### src/design/stsc_pkg.sv
// Shared types, constants and the half-width lookup table of the converter.
`timescale 1ns / 1ps
`default_nettype none

package stsc_pkg;

	// Expansion kinds handed from the front to the back
	typedef enum logic [2:0] {
		CMD_RAW,    // one byte as given
		CMD_ROM,    // table word, low byte then high byte
		CMD_DIGIT,  // full-width digit pair
		CMD_ESC,    // backslash, then the given byte
		CMD_NAME,   // backslash N A M E
		CMD_TEE     // backslash T
	} cmd_kind_t;

	typedef struct packed {
		cmd_kind_t   kind;
		logic [7:0]  data;
		logic        last;
	} cmd_t;

	localparam logic [7:0]  DIGIT_LEAD = 8'h82;
	localparam logic [7:0]  DIGIT_BASE = 8'h4F;
	localparam logic [15:0] ROM_FILL   = 16'h2A2A;

	localparam logic [7:0]  CH_BSLASH  = 8'h5C;
	localparam logic [7:0]  CH_RBRACK  = 8'h5D;
	localparam logic [7:0]  CH_UC_C    = 8'h43;
	localparam logic [7:0]  CH_UC_K    = 8'h4B;
	localparam logic [7:0]  CH_LC_K    = 8'h6B;
	localparam logic [7:0]  CH_UC_N    = 8'h4E;
	localparam logic [7:0]  CH_LC_N    = 8'h6E;
	localparam logic [7:0]  CH_UC_A    = 8'h41;
	localparam logic [7:0]  CH_UC_M    = 8'h4D;
	localparam logic [7:0]  CH_UC_E    = 8'h45;
	localparam logic [7:0]  CH_UC_T    = 8'h54;
	localparam logic [7:0]  CH_ZERO    = 8'h30;
	localparam logic [7:0]  CH_NINE    = 8'h39;
	localparam logic [7:0]  CODE_TEE   = 8'h05;
	localparam logic [7:0]  CODE_NAME  = 8'h06;

	// Half-width to full-width table; unused codes give the star pair
	function automatic logic [15:0] rom_word(input logic [7:0] idx);
		logic [15:0] w;
		case (idx)
			8'h20: w = 16'h4F82; 8'h21: w = 16'h5082; 8'h22: w = 16'h5182; 8'h23: w = 16'h5282;
			8'h24: w = 16'h5382; 8'h26: w = 16'h5482; 8'h27: w = 16'h5582;
			8'h28: w = 16'h5682; 8'h29: w = 16'h5782; 8'h2A: w = 16'h5882; 8'h2B: w = 16'hA082;
			8'h2C: w = 16'hA282; 8'h2D: w = 16'hA482; 8'h2E: w = 16'hA682; 8'h2F: w = 16'hA882;
			8'h30: w = 16'hA982; 8'h31: w = 16'hAB82; 8'h32: w = 16'hAD82; 8'h33: w = 16'hAF82;
			8'h34: w = 16'hB182; 8'h35: w = 16'hB382; 8'h36: w = 16'hB582; 8'h37: w = 16'hB782;
			8'h38: w = 16'hB982; 8'h39: w = 16'hBB82; 8'h3A: w = 16'hBD82; 8'h3B: w = 16'hBF82;
			8'h3C: w = 16'hC282; 8'h3D: w = 16'hC482; 8'h3E: w = 16'hC682; 8'h3F: w = 16'hC882;
			8'h40: w = 16'hC982; 8'h41: w = 16'hCA82; 8'h42: w = 16'hCB82; 8'h43: w = 16'hCC82;
			8'h44: w = 16'hCD82; 8'h45: w = 16'hD082; 8'h46: w = 16'hD382; 8'h47: w = 16'hD682;
			8'h48: w = 16'hD982; 8'h49: w = 16'hDC82; 8'h4A: w = 16'hDD82; 8'h4B: w = 16'hDE82;
			8'h4C: w = 16'hDF82; 8'h4D: w = 16'hE082; 8'h4E: w = 16'hE282; 8'h4F: w = 16'hE482;
			8'h50: w = 16'hE682; 8'h51: w = 16'hE782; 8'h52: w = 16'hE882; 8'h53: w = 16'hE982;
			8'h54: w = 16'hEA82; 8'h55: w = 16'hEB82; 8'h56: w = 16'hED82; 8'h57: w = 16'hF082;
			8'h58: w = 16'hF182; 8'h59: w = 16'hAA82; 8'h5A: w = 16'hAC82; 8'h5B: w = 16'hAE82;
			8'h5D: w = 16'hB082; 8'h5E: w = 16'hB282; 8'h5F: w = 16'h6481;
			8'h60: w = 16'hB682; 8'h61: w = 16'hB882; 8'h62: w = 16'hBA82; 8'h63: w = 16'hBC82;
			8'h64: w = 16'hBE82; 8'h65: w = 16'hC082; 8'h66: w = 16'hCF82; 8'h67: w = 16'hC582;
			8'h68: w = 16'hC782; 8'h69: w = 16'hCE82; 8'h6A: w = 16'hD182; 8'h6B: w = 16'hD482;
			8'h6C: w = 16'hD782; 8'h6D: w = 16'hDA82; 8'h6E: w = 16'h9F82; 8'h6F: w = 16'hA182;
			8'h70: w = 16'hA382; 8'h71: w = 16'hA582; 8'h72: w = 16'hA782; 8'h73: w = 16'hE182;
			8'h74: w = 16'hE382; 8'h75: w = 16'hE582; 8'h76: w = 16'h4183; 8'h77: w = 16'h4383;
			8'h78: w = 16'h4583; 8'h79: w = 16'h4783; 8'h7A: w = 16'h4983; 8'h7B: w = 16'h4A83;
			8'h7C: w = 16'h4C83; 8'h7D: w = 16'h4E83; 8'h7E: w = 16'h5083; 8'h7F: w = 16'h5283;
			8'hA0: w = 16'h5483; 8'hA1: w = 16'h5683; 8'hA2: w = 16'h5883; 8'hA3: w = 16'h5A83;
			8'hA4: w = 16'h5C83; 8'hA5: w = 16'h5E83; 8'hA6: w = 16'h6083; 8'hA7: w = 16'h6383;
			8'hA8: w = 16'h6583; 8'hA9: w = 16'h6783; 8'hAA: w = 16'h6983; 8'hAB: w = 16'h6A83;
			8'hAC: w = 16'h6B83; 8'hAD: w = 16'h6C83; 8'hAE: w = 16'h6D83; 8'hAF: w = 16'h6E83;
			8'hB0: w = 16'h7183; 8'hB1: w = 16'h7483; 8'hB2: w = 16'h7783; 8'hB3: w = 16'h7A83;
			8'hB4: w = 16'h7D83; 8'hB5: w = 16'h7E83; 8'hB6: w = 16'h4281; 8'hB7: w = 16'h8183;
			8'hB8: w = 16'h8283; 8'hB9: w = 16'h8483; 8'hBA: w = 16'h8683; 8'hBB: w = 16'h8883;
			8'hBC: w = 16'h8983; 8'hBD: w = 16'h8A83; 8'hBE: w = 16'h8B83; 8'hBF: w = 16'h8C83;
			8'hC0: w = 16'h8D83; 8'hC1: w = 16'h8F83; 8'hC2: w = 16'h6081; 8'hC3: w = 16'h9383;
			8'hC4: w = 16'h4B83; 8'hC5: w = 16'h4D83; 8'hC6: w = 16'h4F83; 8'hC7: w = 16'h4981;
			8'hC8: w = 16'h5383; 8'hC9: w = 16'h5583; 8'hCA: w = 16'h5783; 8'hCB: w = 16'h5983;
			8'hCC: w = 16'h5B83; 8'hCD: w = 16'h5B81; 8'hCE: w = 16'h5F83; 8'hCF: w = 16'h6183;
			8'hD0: w = 16'h4181; 8'hD1: w = 16'h6683; 8'hD2: w = 16'h6883; 8'hD3: w = 16'h6F83;
			8'hD4: w = 16'h7283; 8'hD5: w = 16'h7583; 8'hD6: w = 16'h7883; 8'hD7: w = 16'h7B83;
			8'hD8: w = 16'h4083; 8'hD9: w = 16'h4283; 8'hDA: w = 16'h4881; 8'hDB: w = 16'h4683;
			8'hDC: w = 16'h4883; 8'hDD: w = 16'h8383; 8'hDE: w = 16'h8583; 8'hDF: w = 16'h8783;
			default: w = ROM_FILL;
		endcase
		return w;
	endfunction

endpackage

`default_nettype wire

### src/design/stsc_fifo.sv
// Short command queue between the parsing front and the expanding back.
`timescale 1ns / 1ps
`default_nettype none

module stsc_fifo #(
	parameter int DEPTH = 4
) (
	input  wire logic          clk,
	input  wire logic          arst_n,
	input  wire logic          wr_en,
	input  wire stsc_pkg::cmd_t wr_cmd,
	output logic               full,
	input  wire logic          rd_en,
	output logic               rd_valid,
	output stsc_pkg::cmd_t     rd_cmd
);

	localparam int PTR_W = $clog2(DEPTH);
	localparam int CNT_W = $clog2(DEPTH + 1);

	stsc_pkg::cmd_t   mem_q [DEPTH];
	logic [PTR_W-1:0] wr_ptr_q;
	logic [PTR_W-1:0] rd_ptr_q;
	logic [CNT_W-1:0] count_q;

	assign full     = (count_q == CNT_W'(DEPTH));
	assign rd_valid = (count_q != '0);
	assign rd_cmd   = mem_q[rd_ptr_q];

	// Store a request at the write pointer
	always_ff @(posedge clk) begin
		if (wr_en) begin
			mem_q[wr_ptr_q] <= wr_cmd;
		end
	end

	// Advance pointers and track occupancy
	always_ff @(posedge clk or negedge arst_n) begin
		if (!arst_n) begin
			wr_ptr_q <= '0;
			rd_ptr_q <= '0;
			count_q  <= '0;
		end else begin
			if (wr_en) begin
				wr_ptr_q <= (wr_ptr_q == PTR_W'(DEPTH - 1)) ? '0 : wr_ptr_q + 1'b1;
			end
			if (rd_en) begin
				rd_ptr_q <= (rd_ptr_q == PTR_W'(DEPTH - 1)) ? '0 : rd_ptr_q + 1'b1;
			end
			if (wr_en && !rd_en) begin
				count_q <= count_q + 1'b1;
			end else if (rd_en && !wr_en) begin
				count_q <= count_q - 1'b1;
			end
		end
	end

endmodule

`default_nettype wire

### src/design/stsc_front.sv
// Front end: accepts text bytes, tracks parse state, issues expansion commands.
`timescale 1ns / 1ps
`default_nettype none

module stsc_front (
	input  wire logic          clk,
	input  wire logic          arst_n,
	input  wire logic          push,
	input  wire logic          full,
	input  wire logic [7:0]    text_byte,
	input  wire logic          text_last,
	output logic               cmd_push,
	output stsc_pkg::cmd_t     cmd
);

	typedef enum logic [2:0] {
		MODE_NORMAL,
		MODE_ESCAPE,
		MODE_COPY1,
		MODE_BRACKET,
		MODE_TRAIL
	} mode_t;

	mode_t mode_q, mode_d;
	logic  kana_q, kana_d;
	logic  digit_q, digit_d;
	logic  emit;
	logic  accept;
	logic  is_digit;
	logic  is_half;

	assign accept   = push && !full;
	assign is_digit = (text_byte >= stsc_pkg::CH_ZERO) && (text_byte <= stsc_pkg::CH_NINE);
	assign is_half  = !text_byte[7] || ((text_byte > 8'h9F) && (text_byte < 8'hE0));

	// Classify the byte and work out the next parse state
	always_comb begin
		mode_d   = mode_q;
		kana_d   = kana_q;
		digit_d  = digit_q;
		emit     = 1'b1;
		cmd.kind = stsc_pkg::CMD_RAW;
		cmd.data = text_byte;
		cmd.last = text_last;
		case (mode_q)
			MODE_ESCAPE: begin
				mode_d = MODE_NORMAL;
				cmd.kind = stsc_pkg::CMD_ESC;
				if (text_byte == stsc_pkg::CH_UC_C) begin
					mode_d = MODE_COPY1;
				end else if (text_byte == stsc_pkg::CH_UC_K) begin
					kana_d = 1'b0;
					emit = 1'b0;
				end else if (text_byte == stsc_pkg::CH_LC_K) begin
					kana_d = 1'b1;
					emit = 1'b0;
				end else if (text_byte == stsc_pkg::CH_UC_N) begin
					digit_d = 1'b1;
					emit = 1'b0;
				end else if (text_byte == stsc_pkg::CH_LC_N) begin
					digit_d = 1'b0;
					emit = 1'b0;
				end
			end
			MODE_COPY1, MODE_TRAIL: begin
				mode_d = MODE_NORMAL;
			end
			MODE_BRACKET: begin
				if (text_byte == stsc_pkg::CH_RBRACK) begin
					mode_d = MODE_NORMAL;
				end
			end
			default: begin
				mode_d = MODE_NORMAL;
				if (text_byte == stsc_pkg::CODE_TEE) begin
					cmd.kind = stsc_pkg::CMD_TEE;
					mode_d = MODE_BRACKET;
				end else if (text_byte == stsc_pkg::CODE_NAME) begin
					cmd.kind = stsc_pkg::CMD_NAME;
					mode_d = MODE_BRACKET;
				end else if (text_byte == stsc_pkg::CH_BSLASH) begin
					// lone backslash at string end goes out as is
					if (!text_last) begin
						emit = 1'b0;
						mode_d = MODE_ESCAPE;
					end
				end else if (is_digit && digit_q) begin
					cmd.kind = stsc_pkg::CMD_DIGIT;
				end else if (is_half) begin
					cmd.kind = kana_q ? stsc_pkg::CMD_RAW : stsc_pkg::CMD_ROM;
				end else begin
					mode_d = MODE_TRAIL;
				end
			end
		endcase
		// drop all modes at the end of a string
		if (text_last) begin
			mode_d  = MODE_NORMAL;
			kana_d  = 1'b0;
			digit_d = 1'b0;
		end
	end

	assign cmd_push = accept && emit;

	// Hold parse state
	always_ff @(posedge clk or negedge arst_n) begin
		if (!arst_n) begin
			mode_q  <= MODE_NORMAL;
			kana_q  <= 1'b0;
			digit_q <= 1'b0;
		end else if (accept) begin
			mode_q  <= mode_d;
			kana_q  <= kana_d;
			digit_q <= digit_d;
		end
	end

endmodule

`default_nettype wire

### src/design/stsc_back.sv
// Back end: expands each command into output bytes, one per cycle unless held by pop.
`timescale 1ns / 1ps
`default_nettype none

module stsc_back (
	input  wire logic          clk,
	input  wire logic          arst_n,
	input  wire logic          cmd_valid,
	input  wire stsc_pkg::cmd_t cmd,
	output logic               cmd_pop,
	output logic               empty,
	input  wire logic          pop,
	output logic [7:0]         out_byte,
	output logic               run_last,
	output logic               string_end
);

	logic [2:0]  idx_q;
	logic [2:0]  last_idx;
	logic [7:0]  cur_byte;
	logic [15:0] word;
	logic        is_end;
	logic        advance;
	logic        out_valid_q;

	assign word = stsc_pkg::rom_word(cmd.data);

	// Select the byte at the current position of the expansion
	always_comb begin
		last_idx = 3'd1;
		cur_byte = cmd.data;
		case (cmd.kind)
			stsc_pkg::CMD_RAW: begin
				last_idx = 3'd0;
			end
			stsc_pkg::CMD_ROM: begin
				cur_byte = (idx_q == 3'd0) ? word[7:0] : word[15:8];
			end
			stsc_pkg::CMD_DIGIT: begin
				cur_byte = (idx_q == 3'd0) ? stsc_pkg::DIGIT_LEAD :
					stsc_pkg::DIGIT_BASE + {4'b0000, cmd.data[3:0]};
			end
			stsc_pkg::CMD_ESC: begin
				cur_byte = (idx_q == 3'd0) ? stsc_pkg::CH_BSLASH : cmd.data;
			end
			stsc_pkg::CMD_TEE: begin
				cur_byte = (idx_q == 3'd0) ? stsc_pkg::CH_BSLASH : stsc_pkg::CH_UC_T;
			end
			stsc_pkg::CMD_NAME: begin
				last_idx = 3'd4;
				case (idx_q)
					3'd0:    cur_byte = stsc_pkg::CH_BSLASH;
					3'd1:    cur_byte = stsc_pkg::CH_UC_N;
					3'd2:    cur_byte = stsc_pkg::CH_UC_A;
					3'd3:    cur_byte = stsc_pkg::CH_UC_M;
					default: cur_byte = stsc_pkg::CH_UC_E;
				endcase
			end
			default: begin
				last_idx = 3'd0;
			end
		endcase
	end

	assign is_end  = (idx_q == last_idx);
	assign advance = cmd_valid && (!out_valid_q || pop);
	assign cmd_pop = advance && is_end;
	assign empty   = !out_valid_q;

	// Advance the position and the output valid flag
	always_ff @(posedge clk or negedge arst_n) begin
		if (!arst_n) begin
			idx_q       <= '0;
			out_valid_q <= 1'b0;
		end else begin
			if (advance) begin
				idx_q       <= is_end ? 3'd0 : idx_q + 3'd1;
				out_valid_q <= 1'b1;
			end else if (pop) begin
				out_valid_q <= 1'b0;
			end
		end
	end

	// Load the output register
	always_ff @(posedge clk) begin
		if (advance) begin
			out_byte   <= cur_byte;
			run_last   <= is_end;
			string_end <= is_end && cmd.last;
		end
	end

endmodule

`default_nettype wire

### src/design/script_text_to_sjis_converter_unit.sv
// Top level of the script text to Shift-JIS converter.
`timescale 1ns / 1ps
`default_nettype none

// Script text bytes go in one per request on the push/full side and Shift-JIS
// bytes come out one per request on the empty/pop side. The front parses
// each byte in the cycle it is accepted and queues one command; bytes that
// only change modes (a plain backslash, the K, k, N and n escapes) queue
// nothing. The back emits exactly one output byte per cycle while its
// output register is empty or popped, so an input byte that expands to n
// results occupies the back for n bytes (1 for copied bytes, 2 for table,
// digit and escape pairs, 5 for the name prefix); sustained throughput is
// set by the back's one-byte-per-cycle output register. FIFO_DEPTH commands
// of slack let the input run ahead while results wait to be popped. The
// first result of a request goes through the FIFO, then the output register.
module script_text_to_sjis_converter_unit #(
	parameter int FIFO_DEPTH = 4
) (
	input  wire logic       clk,
	input  wire logic       arst_n,
	input  wire logic       push,
	output logic            full,
	input  wire logic [7:0] text_byte,
	input  wire logic       text_last,
	output logic            empty,
	input  wire logic       pop,
	output logic [7:0]      out_byte,
	output logic            run_last,
	output logic            string_end
);

	stsc_pkg::cmd_t front_cmd;
	stsc_pkg::cmd_t head_cmd;
	logic           front_push;
	logic           head_valid;
	logic           head_pop;

	stsc_front u_front (
		.clk       (clk),
		.arst_n    (arst_n),
		.push      (push),
		.full      (full),
		.text_byte (text_byte),
		.text_last (text_last),
		.cmd_push  (front_push),
		.cmd       (front_cmd)
	);

	stsc_fifo #(
		.DEPTH (FIFO_DEPTH)
	) u_fifo (
		.clk      (clk),
		.arst_n   (arst_n),
		.wr_en    (front_push),
		.wr_cmd   (front_cmd),
		.full     (full),
		.rd_en    (head_pop),
		.rd_valid (head_valid),
		.rd_cmd   (head_cmd)
	);

	stsc_back u_back (
		.clk        (clk),
		.arst_n     (arst_n),
		.cmd_valid  (head_valid),
		.cmd        (head_cmd),
		.cmd_pop    (head_pop),
		.empty      (empty),
		.pop        (pop),
		.out_byte   (out_byte),
		.run_last   (run_last),
		.string_end (string_end)
	);

endmodule

`default_nettype wire

### config.mk
export PLATFORM = sky130hd
export DESIGN_NAME = script_text_to_sjis_converter_unit
export DESIGN_NICKNAME = d
export VERILOG_FILES = /design/src/design/stsc_pkg.sv /design/src/design/stsc_fifo.sv /design/src/design/stsc_front.sv /design/src/design/stsc_back.sv /design/src/design/script_text_to_sjis_converter_unit.sv
export SDC_FILE = /design/constraint.sdc
export NUM_CORES = 1
export LEC_CHECK = 0
export BUFFER_PORTS_ARGS = -buffer_cell sky130_fd_sc_hd__buf_4
export CORE_MARGIN = 1
export CORE_UTILIZATION = 36
export DETAILED_ROUTE_END_ITERATION = 10
export PLACE_DENSITY = 0.56
export SLEW_MARGIN = 20
export SYNTH_ARGS = -nofsm -noshare
export SYNTH_HDL_FRONTEND = slang
export SYNTH_MEMORY_MAX_BITS = 65536
export SYNTH_SLANG_ARGS = --single-unit
### constraint.sdc
create_clock -name clk -period 6.1 [get_ports clk]
set_input_delay 0.61 -clock clk [delete_from_list [all_inputs] [get_ports clk]]
set_output_delay 0.61 -clock clk [all_outputs]
set_load 0.02 [all_outputs]
# [After elaboration in Yosys (flattened, before gate mapping)]
# Memory sizes are Yosys's and may differ from the RTL's.
# Index checks and enable logic that the tools add are counted.
# Widths: inputs -> output; s select.
[totals] romBits=3328 ramBits=48 ff_bits=26 word_cells=136 n_memories=2 output_inout_bits=12
[mem_list] name="(name not given)" words=256 width=13 read_ports=1 rd_clocked_by_memory_dff=0 write_ports=0 line_no="stsc_pkg.sv:46" text="case (idx)"
[mem_list] name="u_fifo.mem_q" words=4 width=12 read_ports=1 rd_clocked_by_memory_dff=0 write_ports=1 line_no="stsc_fifo.sv:21" text="stsc_pkg::cmd_t mem_q [DEPTH];"
[classes] magnitude_cmp=4 n_mux=54 reduce_logical=30 add_sub_neg=6 n_eq_ne=29
[ops] operator="$eq 8x7->1 const B" n=7
[ops] operator="$mux 3" n=15
[ops] operator="$pmux 8 s5" n=1
[ops] operator="$mux 1" n=26
[ops] operator="$mux 8" n=3
[ops] operator="$pmux 5 s4" n=1
[ops] operator="$eq 3x2->1 const B" n=6
[ops] operator="$eq 8x3->1 const B" n=2
[ops] operator="$eq 3x3->1 const B" n=4
[ops] operator="$pmux 3 s2" n=2
[ops] operator="$logic_and 1x1->1" n=10
[ops] operator="$eq 3x1->1 const B" n=3
[ops] operator="$pmux 3 s3" n=1
[ops] operator="$reduce_bool 3->1" n=3
[ops] operator="$add 7x4->8 const A" n=1
[ops] operator="$ge 8x6->1 const B" n=1
[ops] operator="$gt 8x8->1 const B" n=1
[ops] operator="$le 8x6->1 const B" n=1
[ops] operator="$lt 8x8->1 const B" n=1
[ops] operator="$add 3x1->3 const B" n=2
[ops] operator="$mux 2" n=3
[ops] operator="$ne 2x2->1 const B" n=3
[ops] operator="$reduce_and 6->1" n=1
[ops] operator="$reduce_bool 2->1" n=3
[ops] operator="other kinds (15)" n=22

# [Logic depth before layout (Yosys ltp)]
[depth] depth_word=12 ltp_mapped=15 depth_no_buf=12

# [Hierarchy]
# From an unflattened synthesis, not the netlist that was laid out.
[unflattened] hier_cells=593 area_unflattened_um2=5898.2
[modules_own_cells] mod="stsc_back" n_inst=1 cells_each=409 area_each_um2=3046.7
[modules_own_cells] mod="stsc_fifo" n_inst=1 cells_each=100 area_each_um2=2177.1
[modules_own_cells] mod="stsc_front" n_inst=1 cells_each=84 area_each_um2=674.4

# [Worst setup path after synthesis]
# No wires, ideal clock.
[synth_timing] path_type="reg-to-reg" startpoint="register u_fifo.rd_ptr_q[0]" endpoint="register u_back.out_byte[4], data pin" path_buffers=2 stages_incl_launch_ff=12 required_ns=5.844 t_arrival_ns=2.903 setup_slack_ns=2.941 cell_sequence="dfrtp_1 > buf_6 > mux4_2 > buf_2 > inv_1 > ha_1 > inv_1 > ha_1 > a21o_1 > a211o_1 > a311o_1 > a41o_1"
[synth_via] elab_chain_len=4 word_cells_on_any_way=12
[synth_rtl] item="start, declared" line_no="stsc_fifo.sv:23" text="logic [PTR_W-1:0] rd_ptr_q;"
[synth_rtl] item="start signal, assigned" line_no="stsc_fifo.sv:48" text="rd_ptr_q <= (rd_ptr_q == PTR_W'(DEPTH - 1)) ? '0 : rd_ptr_q + 1'b1;"
[synth_rtl] item="$mem_v2 4x12 *"
[synth_rtl] item="$mem_v2 256x13 / $add 7x4->8 (equally long branches)"
[synth_rtl] item="$mux 8, on equally long branches" line_no="stsc_back.sv:37, stsc_back.sv:40"
[synth_rtl] item="$pmux 8 s5 *" line_no="stsc_back.sv:32" text="case (cmd.kind)"
[synth_rtl] item="net u_back.cur_byte[4]" line_no="stsc_back.sv:20" text="logic [7:0] cur_byte;"
[synth_rtl] item="end signal, assigned" line_no="stsc_back.sv:88" text="out_byte <= cur_byte;"
[synth_rtl] item="end, declared" line_no="stsc_back.sv:13" text="output logic [7:0] out_byte,"
# Mark *: on every way through the listed nets, which the timed path passes. The rest lies on a longest branch.
# A chain may end at the register's enable or synchronous reset.

# [Worst setup path in the final report]
[layout_timing] startpoint="register u_fifo.rd_ptr_q[0]" endpoint="register u_back.out_byte[3], data pin"
# Same word-level chain as after synthesis.

==> impl_metrics.yaml <==
placement:
  hpwlAfterDp_um: 11500
  io_buffers: 24
  place_area_um2: 5990
  gp_congestion: 0.943
sta:
  finalSetupViolCount: 0
  tightest_slew_ns: 0.952
  rsz0062_at_grt: "false"
  fin_worst_skew_ns: 0.0116
  maxSlewViolCount: 0
  finalSetupTns_ns: 0
  relSlewSlack_pct: 36.5
  hold_violations: 0
  clock.fmax_mhz: 236
  min_period_ns: 4.24
  hold_slack_ns: 0.131
  fin_crit_sh_pct: 69.5
die:
  die_area_um2: 16600
  die_w_um: 129
  start_util_pct: 36.6
  core_um2: 15800
  ios: 25
  die_h_um: 129
  rows: 46
synth:
  yosysSeqAreaShare_pct: 36.9
  syn_area_um2: 5800
  yosys_warnings: 0
  synthArstFlopShare_pct: 21.6
  ys_types: 77
  ys_ff_latch: 74
  syn-num-nets: 663
  synth_edf_count: 58
  synth_ff_type: "edfxtp_1"
  synth_cells: 615
  avgSynthCellArea_um2: 9.43
worst_setup_path:
  rrSetupSlack_ns: 1.86
  worstPathArrival_ns: 4.44
  cp.required_ns: 6.30
  worstSetupStartpointType: "flop"
  setup.worst_path.class: "reg2reg"
  cp-end-kind: "flop"
  cp_max_fo: 56
global_routing:
  track_usage_pct: 20.8
  grt_max_degree: 57
  grt_pass1_wl_um: 26300
  grt_overflow: 0
  antenna_found_initial: 0
  grt_pass1_vias: 4729
final_layout:
  drive_gt1_share_pct: 11.9
  final_cell_mix: "edfxtp_1, nand2_1, nor2_1"
  fill_cells: 1536
  antenna_cells: 0
  nNetsFinal: 655
  syn2layout_area_growth_pct: 8.52
  fin_area_um2: 6290
  final_common_cell: "edfxtp_1"
cts:
  post_cts_resized: 0
  cts_sinks: 74
  numCtsBuffers: 9
  ctsHtreeMaxLevel: 3
  cts_setup_buffers: 0
  clkLatencyLatePin_ns: 0.34
  cts_tree: "built"
  clkTransAtPathRegs_ns: 0.06
  cts_hold_buf: 0
  root_buffer: "clkbuf_16"
  clock_path_buffers: 2
route:
  ant_nets: 0
  drtIter0Drc: 822
  via_per_inst: 6.18
  first_pass_iters: 5
  post_drt_wl_per_cell_um: 20.3
  vias: 5114
  wirelength_um: 16800
  drc: 0
run_status:
  outcome: "complete, no violations"
hold_path:
  min_path_type: "in2async"
job:
  drv_cap: 0
==> state kept, by name, summed over array words and instances, names as in the netlist <==
signal	count
u_front.kana_q	1
u_front.mode_q	3
u_front.digit_q	1
u_back.idx_q	3
u_fifo.count_q	3
u_fifo.rd_ptr_q	2
u_back.out_byte	8
u_back.out_valid_q	1
u_fifo.mem_q	48
u_back.run_last	1
u_back.string_end	1
u_fifo.wr_ptr_q	2
==> final timing paths <==
kind,from,cells after the start,endpoint
min,arst_n,1,u_back.idx_q[0]
max,u_fifo.rd_ptr_q[0],8,u_back.out_byte[3]
min reg2reg,u_fifo.count_q[2],1,u_fifo.count_q[2]
min in group clk,pop,2,u_back.out_valid_q
max reg2reg,u_fifo.rd_ptr_q[0],8,u_back.out_byte[3]
max in group asynchronous,arst_n,1,u_fifo.rd_ptr_q[1]
==> layout make-up <==
cell class | count | area, µm² | area share [%]
multi-input combinational | 471 | 3290 | 52.2
tap | 216 | 270 | 4.30
sequential | 74 | 2140 | 34.0
clock buffer | 13 | 283 | 4.49
inverter | 25 | 95.1 | 1.51
timing repair buffer | 26 | 195 | 3.10
clock inverter | 3 | 21.3 | 0.338
==> per-stage QoR <==
stage	setup slack, ns	utilization [%]	cells
6_report	1.86	39.8	828
2_1_floorplan	2.94	-	615
4_1_cts	1.91	39.8	828
3_3_place_gp	2.01	37.8	812
3_5_place_dp	1.94	37.8	812
5_1_grt	1.60	39.8	828
==> cells by family after synthesis <==
kind of cell               Yosys count  synth area share (%)
and+or+nand+nor                    205                  17.3
AOI/OAI and AO/OA                  191                  22.5
DFF                                 74                  36.9
buffers and inverters               70                  6.39
adders and majority gates           35                  7.68
muxes                               32                  7.98
xor gates and xnor gates             8                  1.21
==> critical path, stage by stage (launching register included) <==
cell	delay, ns
dfrtp_1	0.97
mux2_4	0.52
clkinv_2	0.70
nor2_1	0.78
o21ai_0	0.20
o211ai_1	0.14
o21ai_0	0.11
or4_1	0.50
o21bai_1	0.16
==> layer usage <==
layer | GRT usage (%) | wire length, µm | up-vias
met5 | 0 | 0 | -
met1 | 27.4 | 7020 | 2450
li1 | - | - | 2330
met2 | 32.9 | 7900 | 288
met4 | 10.8 | 674 | 0
met3 | 3.28 | 1200 | 46
==> cell usage after synthesis, types with 4 or more instances <==
library cell	count	share of area (%)
edfxtp_1	58	30
nand2_1	54	3.5
nor2_1	50	3.2
o21ai_0	41	3.5
a21oi_1	34	2.9
ha_1	34	7.3
nor3_1	27	2.3
clkbuf_1	22	1.4
inv_1	22	1.4
a31oi_1	17	1.8
dfrtp_1	16	6.9
nand2b_1	15	1.6
mux2i_1	14	2.4
buf_6	12	2.3
a211oi_1	10	1.3
and2_1	10	1.1
buf_2	10	0.86
mux4_2	10	3.9
nand3_1	8	0.69
o211ai_1	8	1.0
nand4_1	7	0.76
o21ai_1	7	0.60
o221ai_1	7	1.1
mux2_2	6	1.2
nor2b_1	6	0.65
o311ai_0	6	0.91
o31ai_1	6	0.78
a211o_1	5	0.76
a221oi_1	5	0.76
a311oi_1	5	0.76
xnor2_1	5	0.76
a2111oi_0	4	0.60
a21o_1	4	0.52
and3_1	4	0.43
o2111ai_1	4	0.60
o22ai_1	4	0.43
Power is not shown: default switching activity piles up to over one toggle a cycle in this logic, so the estimate is an artifact.
